==> src/hdl/fir_lowpass_32tap_assert.svh <==
// Assertion helpers used by the filter top level.
`ifndef FIR_LOWPASS_32TAP_ASSERT_SVH
`define FIR_LOWPASS_32TAP_ASSERT_SVH

// Same-cycle implication, checked outside reset.
`define FLP_ASSERT_IMP(lbl, clk, rst_n, ante, cons, msg) \
  lbl: assert property (@(posedge clk) disable iff (!rst_n) (ante) |-> (cons)) \
    else $error(msg);

// Next-cycle implication, checked outside reset.
`define FLP_ASSERT_NXT(lbl, clk, rst_n, ante, cons, msg) \
  lbl: assert property (@(posedge clk) disable iff (!rst_n) (ante) |=> (cons)) \
    else $error(msg);

`endif

==> src/hdl/fir_lp_pkg.sv <==
package fir_lp_pkg;

  localparam int DIG_W     = 4;   // bits of a sample consumed per cycle
  localparam int COEF_W    = 16;  // signed Q1.15 coefficients
  localparam int OUT_W     = 28;  // filter result width
  localparam int ROM_LEN   = 32;
  localparam int ROM_IDX_W = 5;
  localparam int TAP_IDX_W = 8;   // enough for the largest tap count

  typedef enum logic {
    OP_FILTER = 1'b0,
    OP_CLEAR  = 1'b1
  } opcode_e;

  // Delay line control
  typedef struct packed {
    logic shift_in;
    logic clear;
    logic rotate;
  } dl_ctrl_t;

  // Digit-serial multiply-accumulate control
  typedef struct packed {
    logic start;      // clear accumulator
    logic load;       // load next tap word into the digit shifter
    logic step;       // consume one digit
    logic first_dig;  // most significant (signed) digit
    logic last_dig;   // least significant digit, product complete
  } mac_ctrl_t;

  // Symmetric low-pass design, rounded to nearest in Q1.15
  localparam logic signed [COEF_W-1:0] COEF_ROM [ROM_LEN] = '{
    -16'sd20,   -16'sd183,  -16'sd424,  -16'sd631,
    -16'sd578,  -16'sd141,   16'sd512,   16'sd923,
     16'sd623,  -16'sd423,  -16'sd1582, -16'sd1786,
    -16'sd212,   16'sd3038,  16'sd6764,  16'sd9248,
     16'sd9248,  16'sd6764,  16'sd3038, -16'sd212,
    -16'sd1786, -16'sd1582, -16'sd423,   16'sd623,
     16'sd923,   16'sd512,  -16'sd141,  -16'sd578,
    -16'sd631,  -16'sd424,  -16'sd183,  -16'sd20
  };

  // Taps past the end of the ROM weigh zero
  function automatic logic signed [COEF_W-1:0] coef_at(input logic [TAP_IDX_W-1:0] idx);
    logic signed [COEF_W-1:0] c;
    c = '0;
    if (idx < TAP_IDX_W'(ROM_LEN)) begin
      c = COEF_ROM[idx[ROM_IDX_W-1:0]];
    end
    return c;
  endfunction

endpackage

==> src/hdl/fir_lp_delay.sv <==
module fir_lp_delay #(
  parameter int TAPS        = 32,
  parameter int SAMPLE_BITS = 12
) (
  input  logic                      clk_i,
  input  logic                      rst_ni,
  input  fir_lp_pkg::dl_ctrl_t      ctrl_i,
  input  logic [SAMPLE_BITS-1:0]    sample_i,
  output logic [SAMPLE_BITS-1:0]    head_o
);
  import fir_lp_pkg::*;

  logic [SAMPLE_BITS-1:0] dl_q [TAPS];
  logic [SAMPLE_BITS-1:0] dl_d [TAPS];

  // Clear the line, shift a new sample in at the head, or rotate toward the head so each
  // tap passes the read point once per item.
  always_comb begin
    dl_d = dl_q;
    if (ctrl_i.clear) begin
      for (int k = 0; k < TAPS; k++) begin
        dl_d[k] = '0;
      end
    end else if (ctrl_i.shift_in) begin
      dl_d[0] = sample_i;
      for (int k = 1; k < TAPS; k++) begin
        dl_d[k] = dl_q[k-1];
      end
    end else if (ctrl_i.rotate) begin
      for (int k = 0; k < TAPS - 1; k++) begin
        dl_d[k] = dl_q[k+1];
      end
      dl_d[TAPS-1] = dl_q[0];
    end
  end

  always_ff @(posedge clk_i or negedge rst_ni) begin
    if (!rst_ni) begin
      for (int k = 0; k < TAPS; k++) begin
        dl_q[k] <= '0;
      end
    end else begin
      dl_q <= dl_d;
    end
  end

  assign head_o = dl_q[0];

endmodule

==> src/hdl/fir_lp_mac.sv <==
module fir_lp_mac #(
  parameter int SAMPLE_BITS = 12
) (
  input  logic                                   clk_i,
  input  logic                                   rst_ni,
  input  fir_lp_pkg::mac_ctrl_t                  ctrl_i,
  input  logic [SAMPLE_BITS-1:0]                 head_i,
  input  logic signed [fir_lp_pkg::COEF_W-1:0]   coef_i,
  output logic [fir_lp_pkg::OUT_W-1:0]           acc_o
);
  import fir_lp_pkg::*;

  localparam int NDIG   = (SAMPLE_BITS + DIG_W - 1) / DIG_W;
  localparam int SREG_W = NDIG * DIG_W;

  logic [SREG_W-1:0]               sreg_q, sreg_d;
  logic [DIG_W-1:0]                digit;
  logic signed [DIG_W:0]           digit_s;
  logic signed [COEF_W+DIG_W:0]    prod;
  logic signed [OUT_W-1:0]         p_base;
  logic signed [OUT_W-1:0]         p_q, p_d;
  logic                            pv_q, pv_d;
  logic [OUT_W-1:0]                acc_q, acc_d;

  // Most significant digit first; only that digit carries the sign.
  assign digit   = sreg_q[SREG_W-1 -: DIG_W];
  assign digit_s = ctrl_i.first_dig ? {digit[DIG_W-1], digit} : {1'b0, digit};
  assign prod    = coef_i * digit_s;

  always_comb begin
    p_base = ctrl_i.first_dig ? '0 : (p_q <<< DIG_W);
    p_d    = ctrl_i.step ? (p_base + OUT_W'(prod)) : p_q;

    if (ctrl_i.load) begin
      sreg_d = SREG_W'(signed'(head_i));
    end else if (ctrl_i.step) begin
      sreg_d = sreg_q << DIG_W;
    end else begin
      sreg_d = sreg_q;
    end

    pv_d = ctrl_i.step && ctrl_i.last_dig;

    // Add the finished tap product in the cycle after it completes
    if (ctrl_i.start) begin
      acc_d = '0;
    end else if (pv_q) begin
      acc_d = acc_q + p_q;
    end else begin
      acc_d = acc_q;
    end
  end

  always_ff @(posedge clk_i or negedge rst_ni) begin
    if (!rst_ni) begin
      pv_q <= 1'b0;
    end else begin
      pv_q <= pv_d;
    end
  end

  always_ff @(posedge clk_i) begin
    sreg_q <= sreg_d;
    p_q    <= p_d;
    acc_q  <= acc_d;
  end

  assign acc_o = acc_q;

endmodule

==> src/hdl/fir_lowpass_32tap.sv <==
// Low-pass FIR filter, direct form, TAPS taps (32 by default) with a fixed
// symmetric Q1.15 coefficient ROM; taps past the 32 ROM entries weigh zero.
// Each input transfer with tuser = 0 carries one raw unsigned converter
// sample; the block removes the mid-scale bias, shifts the centered sample
// into the delay line and returns one output transfer holding the centered
// sample and the exact 28-bit dot product (LSB units, 15 fraction bits,
// wraps rather than saturates). An input transfer with tuser = 1 zeroes the
// delay line and returns nothing. One digit-serial multiply-accumulate does
// all the work: a 4-bit digit of one tap per cycle, most significant digit
// first, so a filter item holds the block through the load, run, flush and
// output states before the next transfer is accepted, and it leaves the
// output state only once the output register is free; a finished result
// waits in the output register while the next sample is accepted. The delay
// line resets to all zeros.
`include "fir_lowpass_32tap_assert.svh"

module fir_lowpass_32tap #(
  parameter int TAPS        = 32,
  parameter int SAMPLE_BITS = 12
) (
  input  logic                                        clk_i,
  input  logic                                        rst_ni,
  // Input stream
  input  logic                                        s_axis_tvalid_i,
  output logic                                        s_axis_tready_o,
  // [SAMPLE_BITS-1:0] adc_sample, upper bits zero
  input  logic [((SAMPLE_BITS + 7) / 8) * 8 - 1:0]    s_axis_tdata_i,
  // [0] opcode
  input  logic                                        s_axis_tuser_i,
  // Output stream
  output logic                                        m_axis_tvalid_o,
  input  logic                                        m_axis_tready_i,
  // [SAMPLE_BITS-1:0] centered_sample, then 28 bits filtered, upper bits zero
  output logic [((SAMPLE_BITS + fir_lp_pkg::OUT_W + 7) / 8) * 8 - 1:0] m_axis_tdata_o
);
  import fir_lp_pkg::*;

  localparam int NDIG        = (SAMPLE_BITS + DIG_W - 1) / DIG_W;
  localparam int DIG_CNT_W   = $clog2(NDIG);
  localparam int TAP_W       = $clog2(TAPS);
  localparam int OUT_TDATA_W = ((SAMPLE_BITS + OUT_W + 7) / 8) * 8;

  typedef enum logic [4:0] {
    S_IDLE  = 5'b00001,
    S_LOAD  = 5'b00010,
    S_RUN   = 5'b00100,
    S_FLUSH = 5'b01000,
    S_OUT   = 5'b10000
  } state_e;

  state_e                  state_q, state_d;
  logic [TAP_W-1:0]        tap_cnt_q, tap_cnt_d;
  logic [DIG_CNT_W-1:0]    dig_cnt_q, dig_cnt_d;
  logic                    m_tvalid_q, m_tvalid_d;
  logic [SAMPLE_BITS-1:0]  cen_q, cen_d;
  logic [SAMPLE_BITS-1:0]  out_cen_q, out_cen_d;
  logic [OUT_W-1:0]        out_filt_q, out_filt_d;

  logic                    in_xfer;
  logic                    out_free;
  logic                    last_dig;
  logic                    last_tap;
  logic                    running;
  opcode_e                 op;
  logic [SAMPLE_BITS-1:0]  centered;
  logic [SAMPLE_BITS-1:0]  head;
  logic signed [COEF_W-1:0] coef;
  logic [OUT_W-1:0]        acc;
  dl_ctrl_t                dl_ctrl;
  mac_ctrl_t               mac_ctrl;

  // Accept input only between items; the output register is separate.
  assign s_axis_tready_o = (state_q == S_IDLE);
  assign in_xfer         = s_axis_tvalid_i && s_axis_tready_o;
  assign op              = opcode_e'(s_axis_tuser_i);

  // Subtracting the mid-scale bias is an inversion of the top bit.
  assign centered = {~s_axis_tdata_i[SAMPLE_BITS-1], s_axis_tdata_i[SAMPLE_BITS-2:0]};

  assign running  = (state_q == S_RUN);
  assign last_dig = (dig_cnt_q == DIG_CNT_W'(NDIG - 1));
  assign last_tap = (tap_cnt_q == TAP_W'(TAPS - 1));
  assign out_free = !m_tvalid_q || m_axis_tready_i;
  assign coef     = coef_at(TAP_IDX_W'(tap_cnt_q));

  // Delay line: new sample in on a filter transfer, rotate once per tap so
  // the line is back in place after the last tap.
  always_comb begin
    dl_ctrl.shift_in = in_xfer && (op == OP_FILTER);
    dl_ctrl.clear    = in_xfer && (op == OP_CLEAR);
    dl_ctrl.rotate   = (state_q == S_LOAD) || (running && last_dig && !last_tap);
  end

  always_comb begin
    mac_ctrl.start     = (state_q == S_LOAD);
    mac_ctrl.load      = (state_q == S_LOAD) || (running && last_dig && !last_tap);
    mac_ctrl.step      = running;
    mac_ctrl.first_dig = (dig_cnt_q == '0);
    mac_ctrl.last_dig  = last_dig;
  end

  always_comb begin
    state_d    = state_q;
    tap_cnt_d  = tap_cnt_q;
    dig_cnt_d  = dig_cnt_q;
    cen_d      = cen_q;
    out_cen_d  = out_cen_q;
    out_filt_d = out_filt_q;
    m_tvalid_d = m_tvalid_q && !m_axis_tready_i;

    case (state_q)
      S_IDLE: begin
        if (in_xfer && (op == OP_FILTER)) begin
          cen_d   = centered;
          state_d = S_LOAD;
        end
      end
      S_LOAD: begin
        tap_cnt_d = '0;
        dig_cnt_d = '0;
        state_d   = S_RUN;
      end
      S_RUN: begin
        if (last_dig) begin
          dig_cnt_d = '0;
          tap_cnt_d = tap_cnt_q + 1'b1;
          if (last_tap) begin
            state_d = S_FLUSH;
          end
        end else begin
          dig_cnt_d = dig_cnt_q + 1'b1;
        end
      end
      S_FLUSH: begin
        // Last tap product lands in the accumulator this cycle
        state_d = S_OUT;
      end
      S_OUT: begin
        if (out_free) begin
          out_cen_d  = cen_q;
          out_filt_d = acc;
          m_tvalid_d = 1'b1;
          state_d    = S_IDLE;
        end
      end
      default: begin
        state_d = S_IDLE;
      end
    endcase
  end

  always_ff @(posedge clk_i or negedge rst_ni) begin
    if (!rst_ni) begin
      state_q    <= S_IDLE;
      tap_cnt_q  <= '0;
      dig_cnt_q  <= '0;
      m_tvalid_q <= 1'b0;
    end else begin
      state_q    <= state_d;
      tap_cnt_q  <= tap_cnt_d;
      dig_cnt_q  <= dig_cnt_d;
      m_tvalid_q <= m_tvalid_d;
    end
  end

  always_ff @(posedge clk_i) begin
    cen_q      <= cen_d;
    out_cen_q  <= out_cen_d;
    out_filt_q <= out_filt_d;
  end

  fir_lp_delay #(
    .TAPS        (TAPS),
    .SAMPLE_BITS (SAMPLE_BITS)
  ) u_delay (
    .clk_i    (clk_i),
    .rst_ni   (rst_ni),
    .ctrl_i   (dl_ctrl),
    .sample_i (centered),
    .head_o   (head)
  );

  fir_lp_mac #(
    .SAMPLE_BITS (SAMPLE_BITS)
  ) u_mac (
    .clk_i  (clk_i),
    .rst_ni (rst_ni),
    .ctrl_i (mac_ctrl),
    .head_i (head),
    .coef_i (coef),
    .acc_o  (acc)
  );

  assign m_axis_tvalid_o = m_tvalid_q;
  assign m_axis_tdata_o  = OUT_TDATA_W'({out_filt_q, out_cen_q});

  // The sum is flushed only after the last tap has gone through the MAC.
  `FLP_ASSERT_IMP(a_flush_after_last_tap, clk_i, rst_ni, state_q == S_FLUSH, $past(tap_cnt_q) == TAP_W'(TAPS - 1), "flush before last tap")

  // A clear transfer never starts a computation.
  `FLP_ASSERT_NXT(a_clear_stays_idle, clk_i, rst_ni, in_xfer && (op == OP_CLEAR), state_q == S_IDLE, "clear started a computation")

  // Between taps the digit counter wraps and the MAC keeps running.
  `FLP_ASSERT_NXT(a_digit_wrap, clk_i, rst_ni, running && last_dig && !last_tap, running && (dig_cnt_q == '0), "digit counter did not wrap")

endmodule
==> config.mk <==
export PLATFORM = sky130hd
export DESIGN_NAME = fir_lowpass_32tap
export DESIGN_NICKNAME = d
export VERILOG_FILES = /design/src/hdl/fir_lp_pkg.sv /design/src/hdl/fir_lp_delay.sv /design/src/hdl/fir_lp_mac.sv /design/src/hdl/fir_lowpass_32tap.sv
export VERILOG_INCLUDE_DIRS = /design/src /design/src/hdl
export SDC_FILE = /design/constraint.sdc
export NUM_CORES = 1
export LEC_CHECK = 0
export ABC_CLOCK_PERIOD_IN_PS = 10350
export BUFFER_PORTS_ARGS = -buffer_cell sky130_fd_sc_hd__buf_2
export CORE_ASPECT_RATIO = 0.9
export CORE_MARGIN = 3
export CORE_UTILIZATION = 60
export DETAILED_ROUTE_END_ITERATION = 6
export GPL_TIMING_DRIVEN = 0
export PLACE_DENSITY = 0.82
export SKIP_CTS_REPAIR_TIMING = 1
export SYNTH_ARGS = -nofsm -noshare
export SYNTH_HDL_FRONTEND = slang
export SYNTH_SLANG_ARGS = --single-unit
==> constraint.sdc <==
create_clock -name clk_i -period 10.35 [get_ports clk_i]
set_input_delay 1.035 -clock clk_i [delete_from_list [all_inputs] [get_ports clk_i]]
set_output_delay 1.035 -clock clk_i [all_outputs]
set_load 0.005 [all_outputs]
==> flow_metrics.py <==
metrics = {
    "outcome": {
        "status": "finished, final reports clean",
    },
    "setup_path": {
        "slowest_delay_ns": 0.55,
        "worst-path-buf-inv": 7,
        "r2r_start": "tap_cnt_q[1]$_DFFE_PN0P_",
        "r2r_slack_ns": 2.46,
        "path_class": "flop to flop",
        "rr_worst_depth": 26,
        "rr_endpoint": "u_mac.p_q[26]$_DFFE_PP_",
        "worstPathRequired_ns": 10.69,
        "end_kind": "flop",
        "critPathMaxFanout": 10,
        "critPathLaunchType": "flop",
        "worst_path_max_delay_cell": "mux4_2",
        "cp.arrival_ns": 8.23,
        "critical-path-top-delay-family": "adder cells",
    },
    "min_path": {
        "holdPathStages": 0,
        "min_to": "out_cen_q[0]$_DFFE_PP_",
        "hp-class": "flop to flop",
        "min_from": "cen_q[0]$_DFFE_PP_",
    },
    "power_and_ir_drop": {
        "power-per-cell-area_mw_per_mm2": 390,
        "irDropWorstVdd_v": 0.000323,
        "p_leak_uw": 0.0136,
    },
    "floorplanning": {
        "io_pins": 63,
        "die_h_um": 212,
        "start_util": 0.615,
        "dieArea_mm2": 0.0498,
        "die_x_um": 235,
        "core_mm2": 0.0460,
        "rows": 74,
    },
    "global_route": {
        "grt_overflow": 0,
        "grt_start_max_net_pins": 122,
        "grt_pass1_vias": 24700,
        "grt_util_all_layers": 0.311,
        "grt_pass1_wl_um": 128000,
        "grt_antenna_before_repair": 1,
    },
    "synth": {
        "avgSynthCellArea_um2": 9.00,
        "synth_area_leaders": "dfrtp_1 (35%), nand2_1 (11%), edfxtp_1 (9.8%), a31oi_1 (8.5%), a21oi_1 (7.8%)",
        "yosysSeqAreaShare": 0.469,
        "synth.distinct_cells": 72,
        "synthesis.nets": 3351,
        "synthFlopType": "dfrtp_1",
        "synth_top_area_frac": 0.351,
        "synth_common_cells": "nand2_1 (832), a21oi_1 (439), dfrtp_1 (397)",
        "synth_warnings": 0,
        "synth_area_leader_cell": "dfrtp_1",
        "syn-cell-area_mm2": 0.0283,
        "synth-seq-cells": 518,
        "synth.most_common_cell": "nand2_1",
        "synth-edff-count": 92,
        "async_flop_share": 0.768,
        "syn_inst": 3145,
    },
    "routing": {
        "drtIter0Drc": 2823,
        "routedWlPerCell_um": 19.9,
        "first_pass_iters": 6,
        "drc": 0,
        "dr_total_vias": 25200,
        "totalWireLength_um": 78100,
        "final_antenna_net_count": 0,
        "via_per_inst": 6.44,
    },
    "sta": {
        "fin_crit_ns": 7.89,
        "hold_slack_ns": 0.427,
        "skew_ns": 0.0178,
        "max_slew.worst_pin.slew_ns": 1.40,
        "max_slew_margin": 0.0647,
        "setup_viol": 0,
        "setup_ws_ns": 2.46,
        "drv_slew": 0,
        "rsz0062_at_grt": "no",
        "fmax_ghz": 0.127,
        "hold_violations": 0,
        "finalSetupTns_ns": 0,
        "timing.final.crit_share": 0.763,
    },
    "layout": {
        "drive_gt1_frac": 0.0653,
        "utilization": 0.679,
        "antenna-diode-count": 0,
        "syn2layout_area_growth_pct": 10.3,
        "fin_cells": 3914,
        "final_nets": 3468,
        "fillers": 3526,
    },
    "placed_design": {
        "place.gp.congestion": 1.01,
        "dpl_worst_slack_ns": 2.55,
        "io_buffer_count": 58,
        "dp.final_hpwl_um": 57200,
        "place_inst": 3815,
    },
    "clock_network": {
        "cts.htree.levels": 2,
        "cts_buffers": 53,
        "clock_latency_ns": 0.61,
        "clk_path_buf_depth": 3,
        "cts_tree": "yes",
        "clk_pin_slew_ns": 0.07,
        "cts-root-buf": "clkbuf_16",
        "clock_sinks": 518,
    },
    "flow_run": {
        "maxCapViolCount": 0,
    },
}
power by group:
group / leakage (uW) / switching [uW] / internal [uW] / total [uW]
Sequential: 0.00572 / 829 / 3200 / 4030
Clock: 0.000862 / 831 / 1100 / 1930
Combinational: 0.00700 / 3670 / 2540 / 6220
cells in the final DEF, fill, tap and decap left out, drive strengths merged, types with 4 or more instances in the layout:
cell type	count
o21ai	57
a21oi	439
buf	119
a311o	5
nand2	833
nor2	98
xor2	21
and3	10
a31oi	384
nor2b	37
a21boi	4
clkinv	17
ha	97
mux2i	21
nand3b	5
clkbuf	263
o211ai	9
mux2	4
and2	41
inv	56
dfrtp	397
edfxtp	92
fa	88
nor3	15
a21o	16
o21a	5
xnor2	27
nand3	32
nand4	7
dfxtp	28
a211oi	13
o21bai	6
a221oi	4
nand2b	12
through the flow:
step | cell area [um2] | power (uW)
2_1_floorplan | 28300 | 8400
3_3_place_gp | 29400 | 9720
3_5_place_dp | 29500 | 10100
4_1_cts | 31200 | 12000
5_1_grt | 31200 | 13100
6_report | 31200 | 12200
flip-flops by register name, indices dropped and copies added, names as in the netlist, 12 cells and up:
| name | count |
|---|---|
| u_mac.p_q | 28 |
| u_mac.acc_o | 28 |
| u_mac.sreg_q | 12 |
| u_delay.dl_q | 372 |
| out_cen_q | 12 |
| out_filt_q | 28 |
| u_delay.head_o | 12 |
| cen_q | 12 |
kinds of logic (layout without fill, tap and decap cells):
kind of cell | Yosys count | in the layout | synth area share
mux | 28 | 28 | 0.0114
compound gates | 964 | 964 | 0.197
buf+inv | 299 | 460 | 0.0417
xor+xnor | 48 | 48 | 0.0148
simple gates | 1103 | 1103 | 0.160
fa+ha+maj | 185 | 185 | 0.105
flops | 518 | 518 | 0.469
metal layers:
metal / vias up / wire length [um] / track usage
met4: 2 / 2810 / 0.111
li1: 11300 / - / -
met1: 12300 / 32300 / 0.431
met2: 1391 / 36000 / 0.501
met3: 246 / 6960 / 0.0527
met5: - / 12 / 0
final cells by class:
type                       instances  area (um2)  area share
clock buffer                      76        1560      0.0498
clock inverter                    23         191     0.00613
tap                              608         761      0.0244
inverter                          55         206     0.00661
multi-input combinational       2328       13900       0.444
buffer                           244         975      0.0312
sequential                       518       13300       0.425
timing repair buffer              62         403      0.0129
how the worst max path moves through the flow:
stage / endpoint / start / cells past startpoint
4_1_cts: u_mac.p_q[26]$_DFFE_PP_ / tap_cnt_q[1]$_DFFE_PN0P_ / 26
3_5_place_dp: u_mac.p_q[26]$_DFFE_PP_ / tap_cnt_q[1]$_DFFE_PN0P_ / 26
3_3_place_gp: u_delay.dl_q[131]$_DFFE_PN0P_ / rst_ni / 1
2_1_floorplan: u_mac.p_q[26]$_DFFE_PP_ / tap_cnt_q[1]$_DFFE_PN0P_ / 26
5_1_grt: u_mac.p_q[26]$_DFFE_PP_ / tap_cnt_q[1]$_DFFE_PN0P_ / 26
6_report: u_mac.p_q[26]$_DFFE_PP_ / tap_cnt_q[1]$_DFFE_PN0P_ / 26
Note: power is estimated with default switching activity, not from simulation.
